--- src/rtl/core/etrp_pkg.sv ---
// shared types, character codes and helpers for the escaped tsv record parser
package etrp_pkg;

   // default number of fields a record must carry
   localparam int FIELDS_PER_RECORD_DEF = 4;

   // character codes
   localparam logic [7:0] CHAR_NL  = 8'h0A;
   localparam logic [7:0] CHAR_TAB = 8'h09;
   localparam logic [7:0] CHAR_BSL = 8'h5C;
   localparam logic [7:0] CHAR_N   = 8'h6E;
   localparam logic [7:0] CHAR_T   = 8'h74;

   // result word kinds
   typedef enum logic [1:0] {
      KIND_DATA        = 2'd0,
      KIND_FIELD_END   = 2'd1,
      KIND_RECORD_END  = 2'd2,
      KIND_END_OF_DATA = 2'd3
   } kind_type;

   // record and overall status codes
   typedef enum logic [1:0] {
      ST_OK          = 2'd0,
      ST_FIELD_COUNT = 2'd1,
      ST_BAD_ESCAPE  = 2'd2
   } status_type;

   // one result word
   typedef struct packed {
      kind_type   kind;
      logic [7:0] decoded_byte;
      logic [2:0] field_number;
      status_type status;
      logic       last_result;
   } rsp_type;

   // up to two result words caused by one input word, packed from slot a
   typedef struct packed {
      logic [1:0] count;
      rsp_type    a;
      rsp_type    b;
   } rsp_pair_type;

   // status of the open line: field count is checked before escapes
   function automatic status_type line_status(input logic [2:0] tabs,
                                              input logic       esc_err,
                                              input logic       esc_pend,
                                              input logic [2:0] fields);
      status_type st;
      st = ST_OK;
      if (({1'b0, tabs} + 4'd1) != {1'b0, fields}) begin
         st = ST_FIELD_COUNT;
      end else if (esc_err || esc_pend) begin
         st = ST_BAD_ESCAPE;
      end
      return st;
   endfunction

endpackage

--- src/rtl/core/etrp_step.sv ---
// input register, line state and one-word parse step
module etrp_step #(
   parameter int FIELDS_PER_RECORD = etrp_pkg::FIELDS_PER_RECORD_DEF
) (
   input  logic                  clock,
   input  logic                  reset,
   input  logic                  req_valid,
   output logic                  req_ready,
   input  logic [7:0]            req_text_byte,
   input  logic                  req_final_byte,
   input  logic [1:0]            buf_level,
   output logic                  push,
   output etrp_pkg::rsp_pair_type pair
);

   localparam logic [2:0] FieldLim = 3'(FIELDS_PER_RECORD);

   // input register
   logic       in_valid_ff, in_valid_in;
   logic [7:0] in_byte_ff;
   logic       in_final_ff;

   // line state
   logic                 esc_pend_ff, esc_pend_in;
   logic                 has_content_ff, has_content_in;
   logic [2:0]           tab_count_ff, tab_count_in;
   logic                 esc_err_ff, esc_err_in;
   etrp_pkg::status_type sticky_ff, sticky_in;

   logic                 part_valid;
   etrp_pkg::rsp_type    part_rsp;
   etrp_pkg::rsp_type    end_rsp;
   etrp_pkg::status_type line_st;
   etrp_pkg::status_type end_st;
   logic [2:0]           field_idx;
   logic                 adv;

   // field index saturated at the expected field count
   assign field_idx = (tab_count_ff < FieldLim) ? tab_count_ff : FieldLim;
   assign line_st   = etrp_pkg::line_status(tab_count_ff, esc_err_ff, esc_pend_ff, FieldLim);

   // parse step on the registered word
   always_comb begin
      esc_pend_in    = esc_pend_ff;
      has_content_in = has_content_ff;
      tab_count_in   = tab_count_ff;
      esc_err_in     = esc_err_ff;
      sticky_in      = sticky_ff;
      part_valid     = 1'b0;
      part_rsp       = '{etrp_pkg::KIND_DATA, 8'd0, field_idx, etrp_pkg::ST_OK, 1'b0};
      if (sticky_ff == etrp_pkg::ST_OK) begin
         if (in_byte_ff == etrp_pkg::CHAR_NL) begin
            if (has_content_ff) begin
               part_valid     = 1'b1;
               part_rsp.kind  = etrp_pkg::KIND_RECORD_END;
               part_rsp.status = line_st;
               esc_pend_in    = 1'b0;
               has_content_in = 1'b0;
               tab_count_in   = 3'd0;
               esc_err_in     = 1'b0;
               sticky_in      = line_st;
            end
         end else begin
            has_content_in = 1'b1;
            if (esc_pend_ff) begin
               esc_pend_in = 1'b0;
               case (in_byte_ff)
                  etrp_pkg::CHAR_N: begin
                     part_valid            = 1'b1;
                     part_rsp.decoded_byte = etrp_pkg::CHAR_NL;
                  end
                  etrp_pkg::CHAR_T: begin
                     part_valid            = 1'b1;
                     part_rsp.decoded_byte = etrp_pkg::CHAR_TAB;
                  end
                  etrp_pkg::CHAR_BSL: begin
                     part_valid            = 1'b1;
                     part_rsp.decoded_byte = etrp_pkg::CHAR_BSL;
                  end
                  default: begin
                     esc_err_in = 1'b1;
                     if (in_byte_ff == etrp_pkg::CHAR_TAB) begin
                        part_valid    = 1'b1;
                        part_rsp.kind = etrp_pkg::KIND_FIELD_END;
                        if (tab_count_ff != 3'd7) begin
                           tab_count_in = tab_count_ff + 3'd1;
                        end
                     end
                  end
               endcase
            end else if (in_byte_ff == etrp_pkg::CHAR_BSL) begin
               esc_pend_in = 1'b1;
            end else if (in_byte_ff == etrp_pkg::CHAR_TAB) begin
               part_valid    = 1'b1;
               part_rsp.kind = etrp_pkg::KIND_FIELD_END;
               if (tab_count_ff != 3'd7) begin
                  tab_count_in = tab_count_ff + 3'd1;
               end
            end else begin
               part_valid            = 1'b1;
               part_rsp.decoded_byte = in_byte_ff;
            end
         end
      end
      // end-of-data status from the state after this word
      if (sticky_in != etrp_pkg::ST_OK) begin
         end_st = sticky_in;
      end else if (has_content_in) begin
         end_st = etrp_pkg::line_status(tab_count_in, esc_err_in, esc_pend_in, FieldLim);
      end else begin
         end_st = etrp_pkg::ST_OK;
      end
      end_rsp = '{etrp_pkg::KIND_END_OF_DATA, 8'd0, 3'd0, end_st, 1'b1};
      // final word returns everything to the reset state
      if (in_final_ff) begin
         esc_pend_in    = 1'b0;
         has_content_in = 1'b0;
         tab_count_in   = 3'd0;
         esc_err_in     = 1'b0;
         sticky_in      = etrp_pkg::ST_OK;
      end
   end

   // result pair, packed from the first slot
   always_comb begin
      pair.count = {1'b0, part_valid} + {1'b0, in_final_ff};
      pair.a     = part_valid ? part_rsp : end_rsp;
      pair.b     = end_rsp;
   end

   // advance when the result queue has room for every word of this item
   assign adv       = in_valid_ff && (({1'b0, buf_level} + {1'b0, pair.count}) <= 3'd2);
   assign push      = adv;
   assign req_ready = !in_valid_ff || adv;

   // input register valid
   always_comb begin
      if (req_valid && req_ready) begin
         in_valid_in = 1'b1;
      end else if (adv) begin
         in_valid_in = 1'b0;
      end else begin
         in_valid_in = in_valid_ff;
      end
   end

   // state and input registers
   always_ff @(posedge clock) begin
      if (reset) begin
         in_valid_ff    <= 1'b0;
         esc_pend_ff    <= 1'b0;
         has_content_ff <= 1'b0;
         tab_count_ff   <= 3'd0;
         esc_err_ff     <= 1'b0;
         sticky_ff      <= etrp_pkg::ST_OK;
      end else begin
         in_valid_ff <= in_valid_in;
         if (adv) begin
            esc_pend_ff    <= esc_pend_in;
            has_content_ff <= has_content_in;
            tab_count_ff   <= tab_count_in;
            esc_err_ff     <= esc_err_in;
            sticky_ff      <= sticky_in;
         end
      end
   end

   // input payload register
   always_ff @(posedge clock) begin
      if (req_valid && req_ready) begin
         in_byte_ff  <= req_text_byte;
         in_final_ff <= req_final_byte;
      end
   end

`ifndef ASSERT_OFF
   // a final word leaves the parser in its reset state
   a_final_clears: assert property (@(posedge clock) disable iff (reset)
      (adv && in_final_ff) |=> (sticky_ff == etrp_pkg::ST_OK && !has_content_ff
                                && tab_count_ff == 3'd0 && !esc_pend_ff && !esc_err_ff))
      else $error("parser state not cleared after final word");
   // once an error is sticky, only a final word may produce results
   a_drop_after_error: assert property (@(posedge clock) disable iff (reset)
      (in_valid_ff && sticky_ff != etrp_pkg::ST_OK) |-> (pair.count == {1'b0, in_final_ff}))
      else $error("result produced while dropping after an error");
`endif

endmodule

--- src/rtl/core/etrp_rsp_buf.sv ---
// two-word result queue that drains one word per cycle while rsp_ready is high
module etrp_rsp_buf (
   input  logic                   clock,
   input  logic                   reset,
   input  logic                   push,
   input  etrp_pkg::rsp_pair_type pair,
   output logic [1:0]             level,
   output logic                   rsp_valid,
   input  logic                   rsp_ready,
   output etrp_pkg::rsp_type      head
);

   logic [1:0]        cnt_ff, cnt_in;
   etrp_pkg::rsp_type q_ff [2];
   etrp_pkg::rsp_type q_in [2];
   logic [1:0]        keep;
   logic [1:0]        push_n;
   logic              pop;

   assign pop       = (cnt_ff != 2'd0) && rsp_ready;
   assign push_n    = push ? pair.count : 2'd0;
   assign level     = cnt_ff;
   assign rsp_valid = (cnt_ff != 2'd0);
   assign head      = q_ff[0];

   // shift out the head, then append the new words behind what stays
   always_comb begin
      q_in[0] = q_ff[0];
      q_in[1] = q_ff[1];
      keep    = cnt_ff;
      if (pop) begin
         q_in[0] = q_ff[1];
         keep    = cnt_ff - 2'd1;
      end
      if (push_n != 2'd0) begin
         q_in[keep[0]] = pair.a;
      end
      if (push_n == 2'd2) begin
         q_in[1] = pair.b;
      end
      cnt_in = keep + push_n;
   end

   // queue fill level
   always_ff @(posedge clock) begin
      if (reset) begin
         cnt_ff <= 2'd0;
      end else begin
         cnt_ff <= cnt_in;
      end
   end

   // queue entries
   always_ff @(posedge clock) begin
      q_ff[0] <= q_in[0];
      q_ff[1] <= q_in[1];
   end

`ifndef ASSERT_OFF
   // the producer never pushes more words than the queue can hold
   a_no_overflow: assert property (@(posedge clock) disable iff (reset)
      push |-> (({1'b0, cnt_ff} + {1'b0, pair.count}) <= 3'd2))
      else $error("result queue overflow");
   // a waiting end-of-data word is always the last one of the data
   a_last_kind: assert property (@(posedge clock) disable iff (reset)
      rsp_valid |-> ((head.kind == etrp_pkg::KIND_END_OF_DATA) == head.last_result))
      else $error("last flag and end-of-data kind disagree");
`endif

endmodule

--- src/rtl/core/escaped_tsv_record_parser_core.sv ---
// top level of the escaped tab-separated record parser
// Parses one text byte per word and per cycle: an accepted word is held in an input register,
// decoded against the line state in the next cycle and written to a two-entry result queue, whose
// head offers the result words in order. A word causes zero, one or two result words; the queue
// takes a word's results only when it has room for all of them, which with rsp_ready high allows
// a new word every cycle for words with at most one result. A word with the final flag and a
// parsed result yields two result words; behind a waiting result word it stalls until the queue
// is empty, and the word after it then waits for the queue to drain to one entry. Records must
// carry FIELDS_PER_RECORD fields (1 to 7).
module escaped_tsv_record_parser_core #(
   parameter int FIELDS_PER_RECORD = etrp_pkg::FIELDS_PER_RECORD_DEF
) (
   input  logic       clock,
   input  logic       reset,
   input  logic       req_valid,
   output logic       req_ready,
   input  logic [7:0] req_text_byte,
   input  logic       req_final_byte,
   output logic       rsp_valid,
   input  logic       rsp_ready,
   output logic [1:0] rsp_kind,
   output logic [7:0] rsp_decoded_byte,
   output logic [2:0] rsp_field_number,
   output logic [1:0] rsp_status,
   output logic       rsp_last_result
);

   logic                   push;
   logic [1:0]             level;
   etrp_pkg::rsp_pair_type pair;
   etrp_pkg::rsp_type      head;

   // parse step with input register and line state
   etrp_step #(
      .FIELDS_PER_RECORD(FIELDS_PER_RECORD)
   ) u_step (
      .clock          (clock),
      .reset          (reset),
      .req_valid      (req_valid),
      .req_ready      (req_ready),
      .req_text_byte  (req_text_byte),
      .req_final_byte (req_final_byte),
      .buf_level      (level),
      .push           (push),
      .pair           (pair)
   );

   // result queue
   etrp_rsp_buf u_rsp_buf (
      .clock     (clock),
      .reset     (reset),
      .push      (push),
      .pair      (pair),
      .level     (level),
      .rsp_valid (rsp_valid),
      .rsp_ready (rsp_ready),
      .head      (head)
   );

   // result word fields
   assign rsp_kind         = head.kind;
   assign rsp_decoded_byte = head.decoded_byte;
   assign rsp_field_number = head.field_number;
   assign rsp_status       = head.status;
   assign rsp_last_result  = head.last_result;

endmodule
--- config.mk ---
export PLATFORM = sky130hd
export DESIGN_NAME = escaped_tsv_record_parser_core
export DESIGN_NICKNAME = d
export VERILOG_FILES = /design/src/rtl/core/etrp_pkg.sv /design/src/rtl/core/etrp_step.sv /design/src/rtl/core/etrp_rsp_buf.sv /design/src/rtl/core/escaped_tsv_record_parser_core.sv
export SDC_FILE = /design/constraint.sdc
export NUM_CORES = 1
export LEC_CHECK = 0
export ABC_AREA = 1
export BUFFER_PORTS_ARGS = -buffer_cell sky130_fd_sc_hd__buf_2
export CAP_MARGIN = 20
export CORE_MARGIN = 2
export CORE_UTILIZATION = 45
export CTS_BUF_LIST = sky130_fd_sc_hd__clkbuf_4
export DETAILED_ROUTE_END_ITERATION = 10
export PLACE_DENSITY = 0.76
export SLEW_MARGIN = 10
export SYNTH_ARGS = -nofsm -noshare
export SYNTH_HDL_FRONTEND = slang
export SYNTH_SLANG_ARGS = --single-unit
--- constraint.sdc ---
create_clock -name clock -period 6.4 [get_ports clock]
set_clock_uncertainty 0.2 [all_clocks]
set_input_delay 0.32 -clock clock [delete_from_list [all_inputs] [get_ports clock]]
set_output_delay 0.32 -clock clock [all_outputs]
set_load 0.02 [all_outputs]
# Yosys cells after proc, flatten, opt, wreduce, memory -nomap -nowiden
# Memory sizes are Yosys's and may differ from the RTL's.
# Index checks and enable logic that the tools add are counted.
# totals
regBits,20
latch_bits,0
ramBits,32
mem_bits_ro,0
inputBits,13
output_inout_bits,18
memories,1
# memory_table
name,words,word_bits,rd,rd_ports_with_merged_regs,wr,line_no,source
u_rsp_buf.q_ff,2,16,2,0,2,etrp_rsp_buf.sv:14,etrp_pkg::rsp_type q_ff [2];
# classes
add_sub_neg,7
multipliers,0
div,0
n_lt_le_gt_ge,4
eq_ne,9
shift,0
n_mux,66
bitwise_logic,1
n_reduce_logical,14
# ops
operator,n
$mux W16,4
$mux W2,18
$bwmux W32,1
$mux W32,1
$mux W3,10
$mux W1,25
$eq A8 B7 Y1 const B,3
$pmux W7 S3,1
$mux W10,2
$demux W16 S1,1
$eq A8 B4 Y1 const B,2
$mux W8,2
$mux W9,1
$add A3 B1 Y4 const B,2
$ne A4 B3 Y1 const B,2
$reduce_bool A2 Y1,4
$logic_and A1 B1 Y1,4
$add A2 B2 Y3,1
$add A3 B1 Y3 const B,1
$le A3 B2 Y1 const B,1
$logic_or A1 B1 Y1,3
$lt A3 B3 Y1 const B,1
$ne A3 B3 Y1 const B,1
$reduce_or A3 Y1,1
other kinds (9),9

# Depth between registers and ports, before layout
# logic_depth
ltp_word,16
ltp_mapped,21

# Modules after synthesis
# A second synthesis with hierarchy kept.
# hier_totals
hier_cells,459
area_unflattened_um2,3355.7
# by_module_without_submodules
mod,instances,cells_per_inst,area_per_inst_um2,seq_area_each_um2
etrp_rsp_buf,1,236,1800.5,840.8
etrp_step,1,223,1555.2,450.4

# Worst setup path after synthesis
# OpenSTA, ideal clock, no wires.
# synth_timing
kind,register -> register
startpoint,"reg, netlist name u_step.in_byte_ff[4]"
endpoint,"mem u_rsp_buf.q_ff[0][17] (netlist name), enable pin"
setup_time_ps,297
arrival_ps,3147
t_required_ps,5903
path_slack_ps,2756
path_stages_with_launch,20
synth_period_minus_slack_ps,3644
path_cell_list,edfxtp_1 inv_2 nand2_2 nor2_4 nand2_4 o21ai_0 nand2_1 o21ai_4 ha_1 ha_1 fa_1 nand2_1 nand3_1 buf_2 nor2_1 inv_1 nor2_2 inv_1 buf_1 nand2_1
# synth_lines
element,line_no
to (decl),etrp_rsp_buf.sv:14

==> results.md <==
* Status: finished clean
* CP peak stage delay at 680 ps
* Sequential fraction of the synthesis area at 0.397
* CTS Sinks at 52
* Slew headroom at 0.334
* Full die area at a little over 7000 sq um
* Share of the synthesized area in the top cell type at 0.283
* Hold WC Path Type: in2reg
* Core area at between 6000 and 7000 sq um
* Antenna viol nets, final at 0
* DRC viols at 0
* Synth Register Bits at 52
* Worst path cell trace: inv_1, nand2_1, nor2_2, nand4_1, nand2_1, nor2_1, o21ai_4, ha_1, ha_1, fa_1, nand2_1, nand3_1, nor2_1, nor2_1, nor2_2, inv_1, nand2_1
* Library cells used by synthesis at 38
* Largest family of logic cells by synthesized area: simple AND/OR/NAND/NOR gates
* Boundary Pins at 31
* Worst setup EP type: register
* R2R setup slack at around 1600 ps
* Simple-Gate Fraction of Synth Area at 0.261
* Fin. Hold Viols at 0
* Initial Util at 0.462
* Count leader, synth: nand2_1
* Final worst slack at about 1600 ps
* Area after DPL at around 3000 sq um
* F_max at 209 MHz
* CP bufs+invs at 2
* Mean post-synth cell area at approximately 7.6 sq um
* Slew Limit Fails at 0
* Pwr Density at between 300 and 400 nW/um^2
* Fill cells at around 610
* CP startpoint: u_step.in_byte_ff[0]$_DFFE_PP_
* Post-detail-place hpwl at roughly 4600 um
* Final instance area at 3170 sq um
* CTS tree: yes
* EDFF count, synth at 11
* CP max-delay cell: nor2_2
* Footprint of the multi-input gates at between 1000 and 1500 sq um
* Clock tree buffer depth at 2
* Synthesized cell area at between 2000 and 3000 sq um
* Leakage at roughly 1.4 nW
* Compound-cell area share of the yosys netlist at 0.156
* Largest net degree at the start of global routing at 26
* Grt ovf at 0
* Post-CTS sizing at 0
* Routed wire length per instance at 12.6 um
* Crit-path max FO at 25
* Initial antenna violation count at 0
* Reg area at approximately 1200 sq um
* Slew @ Worst Pin at around 1000 ps
* DR iter-0 viols at around 130
* Xor and xnor area share after synthesis at 0.00604
* Peak VDD IR at 0.226 mV
* CP most frequent cell: nand2_1
* Vias/cell at approximately 5.1
* GRT Util Overall at 0.183
* Share of cells above drive strength 1 at 0.196
* Top delay family on crit path: simple AND/OR/NAND/NOR gates
* RSZ-0062 raised after global routing: false
* Pre-CTS setup slack at 1690 ps
* Routed vias at 2461
* Final period util at 0.747
* Placer Congestion at 0.943
* Synth async-reset ratio at 0
* Net Count, Synth at roughly 400
* Number of port buffers at 30
* Hold Crit Start: reset
* Nets at roughly 420
* Die width at around 84 um
* Detailed Routing Iterations Pass 1 at 4
* Post-Synth Adder-Cell Area at 0.0371
* Area Overhead vs Synth at 9.19%
* Dominant synthesized flop cell: dfxtp_1
* Clock insertion delay at the later pin of the skew report at just under 400 ps
* Final min period at approximately 4800 ps
* CTS Root Cell: clkbuf_4
* Vias in the first global route at 2278
* Synth area leader: dfxtp_1
* Reg2reg start: u_step.in_byte_ff[0]$_DFFE_PP_
* ANT cells at 0
* Total Wirelength at between 6000 and 7000 um
* Min Hold Slack at about 23 ps
* Die Y at 84.3 um
* Final core utilization at 0.504
* First-pass GRT wire length at roughly 11000 um
* Yosys warns at 0
* Area contributors post-synth: dfxtp_1, edfxtp_1, nand2_1
* H-tree levels at 2
* Data required time at the worst endpoint at about 6300 ps
* FP Rows at 29
* Endpoints failing setup at 0
* Max-cap violations at 0
* Final setup TNS at 0 ps
* TritonCTS buffer count at 5
* CP Class: reg2reg
* Crit path arrival time at 4700 ps
* Setup crit start kind: register
* Most instantiated cells after synthesis: nand2_1, dfxtp_1, inv_1
* Clock-pin slew on the worst setup and hold paths at 150 ps
* Cell count after synthesis at roughly 380
* Mux cell area share after synthesis at 0.0233
[area by class of cell]
cell class,count,area share
Tap cell,77,0.0304
Multi-Input combinational cell,256,0.443
Sequential cell,52,0.363
Clock buffer,5,0.0119
Clock inverter,3,0.0142
Inverter,48,0.0581
Timing Repair Buffer,40,0.0790
[logic make-up (layout without fill, tap and decap cells)]
kind of cell    Yosys count  after routing
mux                       6              6
compound gates           81             81
buf+inv                  74             96
fa+ha+maj                 8              8
xor+xnor                  2              2
simple gates            159            159
flops                    52             52
[cell usage in the layout (no fill, tap or decap), drive strengths merged]
cell          n
o21ai        33
clkbuf        5
dlygate4sd3  10
inv          49
nand3        27
a211oi        7
bufinv        1
dfxtp        41
nand2        90
a21oi        35
or3           1
and2          1
o211ai        1
buf          30
ha            7
xnor2         1
a22oi         1
nand4         2
nor2         34
nor3          4
mux2          6
clkinv        1
a31oi         3
xor2          1
o21a          1
edfxtp       11
fa            1
[path summary, 6_finish.rpt]
kind,end,cells after the start
worst min register to register,u_rsp_buf.q_ff[0][16]$_SDFFE_PP1P_,2
worst max register to register,u_rsp_buf.q_ff[0][18]$_DFFE_PP_,17
worst max-delay path,u_rsp_buf.q_ff[0][18]$_DFFE_PP_,17
worst min-delay path,u_rsp_buf.level[0]$_SDFF_PP0_,2
[stage by stage]
step / cells / power (mW)
2_1_floorplan: 382 / 0.955
3_3_place_gp: 463 / 0.998
3_5_place_dp: 463 / 1.02
4_1_cts: 481 / 1.21
5_1_grt: 481 / 1.31
6_report: 481 / 1.21
[state kept, by name, summed over array words and instances (netlist names)]
register               flops
u_step.in_final_ff         1
u_step.in_byte_ff          8
u_step.has_content_ff      1
u_rsp_buf.level            2
u_rsp_buf.q_ff            32
u_step.tab_count_ff        3
u_step.esc_err_ff          1
u_step.sticky_ff           2
u_step.esc_pend_ff         1
u_step.in_valid_ff         1
[layer usage]
layer	wire length, um	up-vias	global-route usage
met1	2830	1107	0.238
li1	-	1278	-
met2	2820	65	0.299
met5	0	-	0
met3	252	11	0.0315
met4	137	0	0.0777
[where the power goes]
group / internal, mW / leakage (nW) / switching [mW] / total, mW
clock: 0.0840 / 0.0461 / 0.110 / 0.194
sequential: 0.452 / 0.447 / 0.0591 / 0.511
combinational: 0.188 / 0.953 / 0.314 / 0.502
total: 0.724 / 1.45 / 0.483 / 1.21
[what timing repair did]
action | CTS | global route
hold buffers | 10 | 0
endpoints found under the hold margin | 10 | 0
buffers inserted | 0 | 0
Note: power is estimated with default switching activity, not from simulation.
